## src/rtl/mrfb_pkg.sv

```systemverilog
`timescale 1ns / 1ps
// ----------------------------------------------------------------------------
// mrfb_pkg
// Types, command codes and frame tables for the meter request frame builder.
// ----------------------------------------------------------------------------
package mrfb_pkg;

	localparam logic [2:0] CMD_HANDSHAKE = 3'd0;
	localparam logic [2:0] CMD_PASSWORD  = 3'd1;
	localparam logic [2:0] CMD_CLASS0    = 3'd2;
	localparam logic [2:0] CMD_CLASS2    = 3'd3;
	localparam logic [2:0] CMD_CLASS9    = 3'd4;
	localparam logic [2:0] CMD_CLASS11   = 3'd5;
	localparam logic [2:0] CMD_NEXT      = 3'd6;
	localparam logic [2:0] CMD_CLOSE     = 3'd7;

	localparam logic [15:0] CRC_POLY    = 16'h1021;
	localparam logic [31:0] KEY_OFFSET  = 32'h0000ab41;

	typedef struct packed {
		logic [2:0]  command;
		logic [15:0] meter_address;
		logic [31:0] session_key;
	} req_t;

	typedef struct packed {
		logic [7:0] frame_byte;
		logic       last_byte;
	} rsp_t;

	typedef struct packed {
		logic busy;
		logic done;
	} scr_stat_t;

	function automatic logic [3:0] frame_len(input logic [2:0] cmd);
		case (cmd)
			CMD_HANDSHAKE: frame_len = 4'd8;
			CMD_PASSWORD:  frame_len = 4'd11;
			CMD_NEXT,
			CMD_CLOSE:     frame_len = 4'd4;
			default:       frame_len = 4'd10;
		endcase
	endfunction

	function automatic logic crc_frame(input logic [2:0] cmd);
		crc_frame = (cmd == CMD_HANDSHAKE) || (cmd == CMD_PASSWORD);
	endfunction

	// Fixed bytes of every frame; variable positions read as zero here.
	function automatic logic [7:0] fixed_byte(input logic [2:0] cmd, input logic [3:0] idx);
		logic [7:0] b;
		b = 8'h00;
		if (idx == 4'd0) begin
			b = 8'h02;
		end else begin
			case (cmd)
				CMD_HANDSHAKE, CMD_PASSWORD: begin
					case (idx)
						4'd1:    b = 8'h18;
						4'd2:    b = (cmd == CMD_HANDSHAKE) ? 8'h06 : 8'h01;
						4'd4:    b = (cmd == CMD_HANDSHAKE) ? 8'h01 : 8'h04;
						default: b = 8'h00;
					endcase
				end
				CMD_CLASS0: begin
					case (idx)
						4'd1:    b = 8'h05;
						4'd8:    b = 8'hF6;
						4'd9:    b = 8'h01;
						default: b = 8'h00;
					endcase
				end
				CMD_CLASS2: begin
					case (idx)
						4'd1:    b = 8'h05;
						4'd4:    b = 8'h28;
						4'd6:    b = 8'h32;
						4'd7:    b = 8'h02;
						4'd8:    b = 8'h07;
						4'd9:    b = 8'h39;
						default: b = 8'h00;
					endcase
				end
				CMD_CLASS9: begin
					case (idx)
						4'd1:    b = 8'h05;
						4'd7:    b = 8'h09;
						4'd8:    b = 8'h67;
						4'd9:    b = 8'h28;
						default: b = 8'h00;
					endcase
				end
				CMD_CLASS11: begin
					case (idx)
						4'd1:    b = 8'h05;
						4'd7:    b = 8'h0B;
						4'd8:    b = 8'h47;
						4'd9:    b = 8'h6A;
						default: b = 8'h00;
					endcase
				end
				CMD_NEXT: begin
					case (idx)
						4'd1:    b = 8'h81;
						4'd2:    b = 8'hE7;
						4'd3:    b = 8'hCB;
						default: b = 8'h00;
					endcase
				end
				default: begin
					case (idx)
						4'd1:    b = 8'h80;
						4'd2:    b = 8'hF7;
						4'd3:    b = 8'hEA;
						default: b = 8'h00;
					endcase
				end
			endcase
		end
		fixed_byte = b;
	endfunction

endpackage

```

## src/rtl/meter_request_frame_builder.sv

```systemverilog
`timescale 1ns / 1ps
// ----------------------------------------------------------------------------
// meter_request_frame_builder
// Builds one meter request frame per command and sends it byte by byte.
//
// Request channel (req_valid / req_stall / req) carries one command beat.
// Response channel (rsp_valid / rsp_stall / rsp) carries one byte per beat,
// last_byte set on the final byte of the frame.
// cfg_wr_en / cfg_wr_data write the remote password; write only when idle.
// req_stall is high from the accepted beat until the last byte has been
// loaded into the output register, so one command is worked at a time.
// Fixed and handshake frames (4 to 10 bytes) load one byte per cycle into
// the output register unless the receiver stalls. Password frame: setup,
// then 1 to 16 scrambler rounds, one per cycle, before 11 bytes. The CRC
// unit folds handshake and password bytes one per cycle as they load.
// A stalled receiver holds the output byte and pauses the sequencer.
// Reset clears the password to zero and drops all pending beats.
// ----------------------------------------------------------------------------
module meter_request_frame_builder import mrfb_pkg::*; (
	input  logic        clk,
	input  logic        arst_n,
	input  logic        cfg_wr_en,
	input  logic [31:0] cfg_wr_data,
	input  logic        req_valid,
	output logic        req_stall,
	input  req_t        req,
	output logic        rsp_valid,
	input  logic        rsp_stall,
	output rsp_t        rsp
);

	localparam logic [1:0] ST_IDLE = 2'd0;
	localparam logic [1:0] ST_SCR  = 2'd1;
	localparam logic [1:0] ST_EMIT = 2'd2;

	logic [1:0]  state_q;
	logic [31:0] passwd_q;
	logic [2:0]  cmd_q;
	logic [7:0]  addr_q;
	logic [31:0] pw_q;
	logic [3:0]  idx_q;
	logic        rsp_valid_q;
	rsp_t        rsp_q;

	logic        accept;
	logic        load;
	logic [3:0]  len;
	logic        is_last;
	logic        crc_upd;
	logic [7:0]  byte_nx;
	logic [10:0] addr_sum;
	logic [15:0] crc;
	scr_stat_t   scr_stat;
	logic [31:0] scr_pw;

	assign accept  = req_valid && !req_stall;
	assign load    = (state_q == ST_EMIT) && (!rsp_valid_q || !rsp_stall);
	assign len     = frame_len(cmd_q);
	assign is_last = (idx_q == len - 4'd1);
	assign crc_upd = load && crc_frame(cmd_q) && (idx_q < len - 4'd2);

	assign addr_sum = {7'd0, req.meter_address[3:0]} * 11'd100
		+ {7'd0, req.meter_address[15:12]} * 11'd10
		+ {7'd0, req.meter_address[11:8]};

	always_comb begin
		byte_nx = fixed_byte(cmd_q, idx_q);
		if (cmd_q == CMD_HANDSHAKE) begin
			case (idx_q)
				4'd5:    byte_nx = addr_q;
				4'd6:    byte_nx = crc[15:8];
				4'd7:    byte_nx = crc[7:0];
				default: byte_nx = fixed_byte(cmd_q, idx_q);
			endcase
		end else if (cmd_q == CMD_PASSWORD) begin
			case (idx_q)
				4'd5:    byte_nx = pw_q[31:24];
				4'd6:    byte_nx = pw_q[23:16];
				4'd7:    byte_nx = pw_q[15:8];
				4'd8:    byte_nx = pw_q[7:0];
				4'd9:    byte_nx = crc[15:8];
				4'd10:   byte_nx = crc[7:0];
				default: byte_nx = fixed_byte(cmd_q, idx_q);
			endcase
		end
	end

	mrfb_scrambler u_scr (
		.clk      (clk),
		.arst_n   (arst_n),
		.start    (accept && (req.command == CMD_PASSWORD)),
		.key      (req.session_key),
		.password (passwd_q),
		.stat     (scr_stat),
		.result   (scr_pw)
	);

	mrfb_crc u_crc (
		.clk    (clk),
		.arst_n (arst_n),
		.clear  (accept),
		.update (crc_upd),
		.data   (byte_nx),
		.crc    (crc)
	);

	always_ff @(posedge clk or negedge arst_n) begin
		if (!arst_n) begin
			passwd_q <= 32'h0000_0000;
		end else if (cfg_wr_en) begin
			passwd_q <= cfg_wr_data;
		end
	end

	always_ff @(posedge clk or negedge arst_n) begin
		if (!arst_n) begin
			state_q     <= ST_IDLE;
			rsp_valid_q <= 1'b0;
			idx_q       <= 4'd0;
		end else begin
			if (load) begin
				rsp_valid_q <= 1'b1;
			end else if (rsp_valid_q && !rsp_stall) begin
				rsp_valid_q <= 1'b0;
			end
			case (state_q)
				ST_IDLE: begin
					if (accept) begin
						idx_q   <= 4'd0;
						state_q <= (req.command == CMD_PASSWORD) ? ST_SCR : ST_EMIT;
					end
				end
				ST_SCR: begin
					if (scr_stat.done) begin
						state_q <= ST_EMIT;
					end
				end
				ST_EMIT: begin
					if (load) begin
						idx_q <= idx_q + 4'd1;
						if (is_last) begin
							state_q <= ST_IDLE;
						end
					end
				end
				default: state_q <= ST_IDLE;
			endcase
		end
	end

	always_ff @(posedge clk) begin
		if (accept) begin
			cmd_q  <= req.command;
			addr_q <= addr_sum[7:0];
		end
		if ((state_q == ST_SCR) && scr_stat.done && !scr_stat.busy) begin
			pw_q <= scr_pw;
		end
		if (load) begin
			rsp_q.frame_byte <= byte_nx;
			rsp_q.last_byte  <= is_last;
		end
	end

	assign req_stall = (state_q != ST_IDLE);
	assign rsp_valid = rsp_valid_q;
	assign rsp       = rsp_q;

endmodule

```

## src/rtl/mrfb_crc.sv

```systemverilog
`timescale 1ns / 1ps
// ----------------------------------------------------------------------------
// mrfb_crc
// CRC-16 accumulator, poly 0x1021, init 0, one byte per cycle while update is high.
// ----------------------------------------------------------------------------
module mrfb_crc import mrfb_pkg::*; (
	input  logic        clk,
	input  logic        arst_n,
	input  logic        clear,
	input  logic        update,
	input  logic [7:0]  data,
	output logic [15:0] crc
);

	logic [15:0] crc_q;
	logic [15:0] crc_nx;

	always_comb begin
		crc_nx = crc_q ^ {data, 8'h00};
		for (int b = 0; b < 8; b++) begin
			if (crc_nx[15]) begin
				crc_nx = {crc_nx[14:0], 1'b0} ^ CRC_POLY;
			end else begin
				crc_nx = {crc_nx[14:0], 1'b0};
			end
		end
	end

	always_ff @(posedge clk or negedge arst_n) begin
		if (!arst_n) begin
			crc_q <= 16'h0000;
		end else if (clear) begin
			crc_q <= 16'h0000;
		end else if (update) begin
			crc_q <= crc_nx;
		end
	end

	assign crc = crc_q;

endmodule

```

## src/rtl/mrfb_scrambler.sv

```systemverilog
`timescale 1ns / 1ps
// ----------------------------------------------------------------------------
// mrfb_scrambler
// Password scrambler: one rotate-and-xor round per cycle, 1 to 16 rounds.
// ----------------------------------------------------------------------------
module mrfb_scrambler import mrfb_pkg::*; (
	input  logic        clk,
	input  logic        arst_n,
	input  logic        start,
	input  logic [31:0] key,
	input  logic [31:0] password,
	output scr_stat_t   stat,
	output logic [31:0] result
);

	logic [31:0] k_q;
	logic [31:0] pw_q;
	logic        carry_q;
	logic [3:0]  cnt_q;
	logic        setup_q;
	logic        run_q;
	logic        done_q;
	logic [31:0] k_nx;
	logic [3:0]  round_cnt;

	assign k_nx      = {k_q[30:0], carry_q};
	assign round_cnt = k_q[3:0] + k_q[11:8] + k_q[19:16] + k_q[27:24];

	always_ff @(posedge clk or negedge arst_n) begin
		if (!arst_n) begin
			setup_q <= 1'b0;
			run_q   <= 1'b0;
			done_q  <= 1'b0;
		end else begin
			done_q <= 1'b0;
			if (start) begin
				setup_q <= 1'b1;
			end else if (setup_q) begin
				setup_q <= 1'b0;
				run_q   <= 1'b1;
			end else if (run_q) begin
				if (cnt_q == 4'd0) begin
					run_q  <= 1'b0;
					done_q <= 1'b1;
				end
			end
		end
	end

	always_ff @(posedge clk) begin
		if (start) begin
			k_q     <= key + KEY_OFFSET;
			pw_q    <= password;
			carry_q <= 1'b0;
		end else if (setup_q) begin
			cnt_q <= round_cnt;
		end else if (run_q) begin
			k_q     <= k_nx;
			carry_q <= k_q[31];
			pw_q    <= pw_q ^ k_nx;
			cnt_q   <= cnt_q - 4'd1;
		end
	end

	assign stat.busy = setup_q || run_q;
	assign stat.done = done_q;
	assign result    = pw_q;

endmodule

```

## config.mk

```make
export PLATFORM = sky130hd
export DESIGN_NAME = meter_request_frame_builder
export DESIGN_NICKNAME = d
export VERILOG_FILES = /design/src/rtl/mrfb_pkg.sv /design/src/rtl/meter_request_frame_builder.sv /design/src/rtl/mrfb_crc.sv /design/src/rtl/mrfb_scrambler.sv
export SDC_FILE = /design/constraint.sdc
export NUM_CORES = 1
export LEC_CHECK = 0
export ABC_AREA = 1
export ABC_CLOCK_PERIOD_IN_PS = 4050
export BUFFER_PORTS_ARGS = -buffer_cell sky130_fd_sc_hd__clkbuf_2
export CORE_MARGIN = 3
export CORE_UTILIZATION = 40
export DETAILED_ROUTE_END_ITERATION = 12
export GPL_ROUTABILITY_DRIVEN = 0
export SLEW_MARGIN = 20
export SYNTH_ARGS = -nofsm -noshare
export SYNTH_HDL_FRONTEND = slang
export SYNTH_SLANG_ARGS = --single-unit
```

## constraint.sdc

```tcl
create_clock -name clk -period 4.05 [get_ports clk]
set_input_delay 0.81 -clock clk [delete_from_list [all_inputs] [get_ports clk]]
set_output_delay 0.81 -clock clk [all_outputs]
set_load 0.01 [all_outputs]
```

* Word level (Yosys, flattened, before mapping)
Cells that the tools add are included.
Widths: inputs -> output; s select.
** Storage, ports and cells
- Logic and storage cells :: 162
- Register bits after elaboration :: 179
- Input port bits :: 88
** Cells by class
- Multipliers :: 2
- Order comparisons :: 1
- Equality and inequality tests :: 26
- Muxes and demuxes :: 61
- Reduce and logical (&&, ||, !) cells :: 33
- Bitwise operators :: 12
- Add/subtract/negate cells :: 10
** Operator list (number)
- $mux 32 :: 6
- $pmux 8 s6 :: 3
- $mux 13 :: 8
- $pmux 8 s3 :: 4
- $pmux 7 s4 :: 2
- $pmux 7 s3 :: 2
- $mux 8 :: 5
- $pmux 6 s6 :: 1
- $add 32x16->32 const B :: 1
- $mux 16 :: 2
- $pmux 8 s4 :: 1
- $xor 32x32->32 :: 1
- $pmux 5 s3 :: 2
- $not 3->3 :: 8
- $pmux 6 s4 :: 1
- $eq 4x3->1 const B :: 4
- $mux 4 :: 4
- $xor 16x16->16 :: 1
- $add 4x4->4 :: 3
- $eq 3x3->1 const B :: 4
- $eq 4x4->1 const B :: 3
- $pmux 4 s3 :: 1
- $pmux 6 s2 :: 1
- $reduce_bool 2->1 :: 6
- 34 further kinds :: 71

* Logic depth before layout (Yosys ltp)
- Depth after elaboration :: 26
- Gate-level depth with buffers :: 19
- Gate-level depth less buffers :: 18

* Modules after synthesis
Synthesis repeated with hierarchy kept, for this count alone.
** Second synthesis, totals
- Cells, all modules :: 1337
- Area total of the unflattened synthesis :: 11023.1 um^2
** By module, submodules not included
- meter_request_frame_builder :: cells each 574, sequential area each 2537.4 um^2, area each 5228.8 um^2, times used 1
- mrfb_scrambler :: cells each 594, sequential area each 2137.0 um^2, area each 4708.3 um^2, times used 1
- mrfb_crc :: cells each 169, sequential area each 400.4 um^2, area each 1086.0 um^2, times used 1

* Worst setup path after synthesis
Ideal clock, no wire load.
- Path kind :: in2reg
- Start :: input port req[49] (netlist name)
- End :: register u_scr.k_q[0], enable pin
- Library setup time :: 0.423 ns
- Data arrival time :: 3.223 ns
- Setup slack :: 0.404 ns
- Required time :: 3.627 ns
- Stages on the path :: 7
- Cells stage by stage :: nor3b_1 nand2_1 nor2_1 inv_1 clkbuf_1 clkbuf_1 nand2_1
** On the way
- Longest elaborated chain between the ends :: 4
** Ends and longest elaborated chain
- from (decl) :: line meter_request_frame_builder.sv:26 : input req_t req,
- $eq 3x1->1 * :: line meter_request_frame_builder.sv:91 : .start (accept && (req.command == CMD_PASSWORD)),
- $logic_and 1x1->1 * :: line meter_request_frame_builder.sv:91
- $ne 2x1->1 (no source line) / $reduce_bool 2->1 (equally long branches)
- $reduce_and 2->1 (no source line) *
- to (signal assigned) :: line mrfb_scrambler.sv:52 : k_q <= key + KEY_OFFSET;
- to (signal assigned) :: line mrfb_scrambler.sv:58 : k_q <= k_nx;
- to (decl) :: line mrfb_scrambler.sv:16 : logic [31:0] k_q;
Mark *: on every way between the ends. The rest lies on a longest branch, timed or not.
A chain may end at the register's enable or synchronous reset.

* Worst setup path after layout
- Start :: register cmd_q[2]
- End :: register u_crc.crc_q[9], in the netlist u_crc.crc[9]
** On the way
- Longest elaborated chain between the ends :: 15
** Ends and longest elaborated chain
- from (decl) :: line meter_request_frame_builder.sv:38 : logic [2:0] cmd_q;
- from (signal assigned) :: line meter_request_frame_builder.sv:153 : cmd_q <= req.command;
- $eq 3x3->1 (tied with other cells) :: line mrfb_pkg.sv:57 : case (cmd)
- $reduce_or 3->1 (no source line) / $reduce_or 2->1 (equally long branches)
- $pmux 8 s4 :: line mrfb_pkg.sv:57
- $mux 8 :: line mrfb_pkg.sv:54 : if (idx == 4'd0) begin
- $pmux 8 s6 :: line meter_request_frame_builder.sv:76 : case (idx_q)
- $mux 8 :: line meter_request_frame_builder.sv:75 : end else if (cmd_q == CMD_PASSWORD) begin
- $mux 8 :: line meter_request_frame_builder.sv:68 : if (cmd_q == CMD_HANDSHAKE) begin
- $xor 16x16->16 :: line mrfb_crc.sv:19 : crc_nx = crc_q ^ {data, 8'h00};
- $mux 13 (5 in a row) :: line mrfb_crc.sv:21 : if (crc_nx[15]) begin
- $mux 16 :: line mrfb_crc.sv:34 : end else if (update) begin
- $mux 16 :: line mrfb_crc.sv:32 : end else if (clear) begin
- to (signal assigned) :: line mrfb_crc.sv:35 : crc_q <= crc_nx;
- to (decl) :: line mrfb_crc.sv:15 : logic [15:0] crc_q;
Parallel ways exist; a longest one is shown, timed or not. The select of a mux whose other input is x is not followed.

==> results.yml <==
outcome:
  outcome: "completed"
critical_path:
  max_stage_delay_ns: 0.57
  cp-end-kind: "register"
  crit_fanout: 12
  startpoint_type: "register"
  critPathArrivalTime_ns: 3.65
  worstPathCellList: "nor2_4 > inv_4 > nor2_8 > inv_1 > nand2_1 > inv_1 > ha_1 > ha_1 > inv_1 > nor2_1 > o21ai_0 > and2_1 > nor2_4 > inv_2 > o22ai_1"
  cp_top_family: "simple AND/OR/NAND/NOR gates"
  cpMaxStageDelayCell: "edfxtp_1"
  ff2ff_setup_slack_ns: 0.74
  worstPathRequired_ns: 4.39
  path_buf_inv: 5
  critPathKind: "register to register"
  cp_common_cell: "inv_1"
grt:
  grt_antenna_before_repair: 0
  grt_use_total_pct: 18.4
  grt_pass1_wl_um: 41600
  gr-total-overflow: 0
  grt_pass1_vias: 7938
  grt_max_degree: 90
timing:
  timing.hold.ws_ns: 0.380
  setup_viol: 0
  finalHoldViolCount: 0
  worstMarginPinSlew_ns: 0.933
  tns_ns: 0
  fmax_mhz: 302
  timing.slew.headroom_pct: 37.8
  fin_crit_sh_pct: 81.8
  fin_worst_skew_ns: 0.0165
  slew_viol_final: 0
  period_needed_ns: 3.31
  rsz0062_at_grt: "false"
yosys:
  yosysTopAreaCell: "edfxtp_1"
  ys.flop_type: "edfxtp_1"
  syn_area_mm2: 0.0106
  ys_seq_elements: 179
  seq_area_frac_synth_pct: 47.8
  synth_warnings: 0
  synth_top_area_share_pct: 34.0
  synth-edff-count: 120
  syn_avg_cell_area_um2: 8.85
  async_reset_ff_share_pct: 32.4
  synth.area.top_cells: "edfxtp_1 (34%), dfrtp_1 (14%), nand2_1 (12%)"
  yosys.cell_types.count: 50
  synthCells: 1199
  synth_fp_nets: 1327
drt:
  drt-initial-drc-count: 582
  wl_per_cell_um: 16.1
  drtPass1Iterations: 5
  drtAntennaViolNets: 0
  remaining_drc_errors: 0
  route.vias.total: 8401
  routed_wl_um: 26300
  routed_via_density: 5.13
clock_tree:
  cts_inserted_buffers: 17
  insertion_delay_ns: 0.43
  cts.sinks: 179
  cts_setup_buffers: 0
  clockBufferDepth: 2
  path_clk_slew_ns: 0.08
  cts-hold-fix-buffers: 0
  cts_root_buf: "clkbuf_16"
  post_cts_resized: 0
  cts.htree.levels: 4
  cts_tree: "done"
power_and_ir_drop:
  max-vdd-ir-drop_mv: 0.271
  power_density_mw_per_mm2: 622
  p_comb_share_pct: 36.5
  p_leak_nw: 5.38
  power.switching_w: 0.00289
  p_clk_share_pct: 22.5
  p_seq_share_pct: 41.0
  p_sw_share_pct: 38.6
  p_int_w: 0.00459
cells_and_area:
  nFillCells: 2477
  syn2layout_area_growth_pct: 13.4
  finalNetCount: 1423
  antenna_cells: 0
  drive_gt1_share_pct: 17.0
flow_run:
  cap_violations: 0
floorplan:
  design.die.area_mm2: 0.0285
  ios: 99
  initial_core_util_pct: 41.4
  core_mm2: 0.0256
  die_h_um: 169
  row_count: 58
  die_w_um: 169
placed_design:
  io_buffers: 94
  post-dp-hpwl_um: 20100
min_path:
  hold_class: "primary input to asynchronous set/reset pin"
path summary, 6_finish.rpt:
path / from / endpoint / depth (start not counted)
setup / recovery: cmd_q[2]$_DFFE_PP_ / u_crc.crc[9]$_DFFE_PN0P_ / 15
hold / removal: arst_n / passwd_q[29]$_DFFE_PN0P_ / 1
setup reg to reg: cmd_q[2]$_DFFE_PP_ / u_crc.crc[9]$_DFFE_PN0P_ / 15
hold reg to reg: u_scr.result[6]$_DFFE_PP_ / pw_q[6]$_DFFE_PP_ / 0
max in group asynchronous: arst_n / passwd_q[7]$_DFFE_PN0P_ / 2
min in group clk: u_scr.result[6]$_DFFE_PP_ / pw_q[6]$_DFFE_PP_ / 0
metal layers:
| layer | vias up | wire (um) | track usage (%) |
|---|---|---|---|
| met5 | - | 0 | 0 |
| met4 | 0 | 664 | 5.55 |
| li1 | 4182 | - | - |
| met1 | 3950 | 12000 | 25.4 |
| met3 | 32 | 1310 | 3.01 |
| met2 | 237 | 12300 | 29.9 |
power groups by stage:
stage | Combinational (W) | Sequential (W) | Clock, W
final | 0.00273 | 0.00307 | 0.00168
after global placement | 0.00269 | 0.00309 | 0
after CTS | 0.00275 | 0.00307 | 0.00171
after floorplan | 0.00208 | 0.00296 | 0
after detailed placement | 0.00273 | 0.00310 | 0
after global routing | 0.00311 | 0.00313 | 0.00179
cell type report:
| type | instances | area (um2) | share of cell area (%) |
|---|---|---|---|
| well taps | 330 | 413 | 3.43 |
| multi-input cells | 861 | 4890 | 40.6 |
| inverters | 130 | 495 | 4.12 |
| clock buffers | 18 | 439 | 3.65 |
| clock inverters | 14 | 164 | 1.36 |
| repair buffers | 106 | 561 | 4.66 |
| flip-flops and latches | 179 | 5070 | 42.2 |
synth_stat cells (4+ instances only):
library cell	instances
a31oi_1	4
nor2_1	82
a21oi_1	20
ha_1	30
nor3_1	9
buf_4	4
o2111ai_1	4
xor2_1	23
inv_2	9
nand3_1	94
o21ai_1	11
o21ai_0	72
nand4_1	16
fa_1	10
inv_1	117
edfxtp_1	120
buf_6	4
nand2_1	344
nor4_1	5
nand3_2	8
mux2_2	32
nand2_2	13
nor2_4	4
xnor2_1	46
dfrtp_1	58
o22ai_1	7
clkbuf_1	14
state kept, by name (all words and copies together) (netlist names), 3 cells and up:
| name | cells |
|---|---|
| addr_q | 8 |
| cmd_q | 3 |
| idx_q | 4 |
| passwd_q | 32 |
| pw_q | 32 |
| rsp | 9 |
| u_crc.crc | 16 |
| u_scr.cnt_q | 4 |
| u_scr.k_q | 32 |
| u_scr.result | 32 |
kinds of logic (layout without fill, tap and decap cells):
kind of cell,Yosys count,in the layout,synth area share (%)
xor gates and xnor gates,69,69,5.69
and+or+nand+nor,590,590,24.6
DFF,179,179,47.8
adders and majority gates,40,40,5.42
muxes,32,32,3.40
buffers and inverters,159,268,6.26
AOI/OAI and AO/OA,130,130,6.86
placed cells by master, fill, tap and decap left out, types with 11 or more instances in the layout:
cell type  instances
buf_4             12
clkbuf_16         17
nand2_2           14
nand2_1          343
xor2_1            23
clkbuf_2          94
dfrtp_1           58
nor2_1            80
o21ai_0           72
inv_1            117
o21ai_1           11
ha_1              30
nand3_1           94
mux2_2            32
xnor2_1           46
nand4_1           16
a21oi_1           20
edfxtp_1         120
worst register-to-register path, delay by kind of cell, from the launching register on:
| kind | cells | cell delay (ns) |
|---|---|---|
| AO/OA/AOI/OAI | 2 | 0.25 |
| adder cells (fa/ha/maj) | 2 | 0.58 |
| buffers and inverters | 5 | 0.49 |
| flip-flops | 1 | 0.57 |
| AND/OR/NAND/NOR | 6 | 1.35 |
through the flow:
stage | power (W) | instances | area, um2 | worst slack [ns] | utilization [%]
2_1_floorplan | 0.00504 | 1199 | 10600 | 0.404 | -
3_3_place_gp | 0.00578 | 1606 | 11400 | 0.774 | 44.6
3_5_place_dp | 0.00584 | 1606 | 11400 | 0.719 | 44.6
4_1_cts | 0.00753 | 1638 | 12000 | 0.711 | 47.0
5_1_grt | 0.00802 | 1638 | 12000 | 0.480 | 47.0
6_report | 0.00749 | 1638 | 12000 | 0.738 | 47.0
No activity file was read; power rests on OpenSTA's default activity.
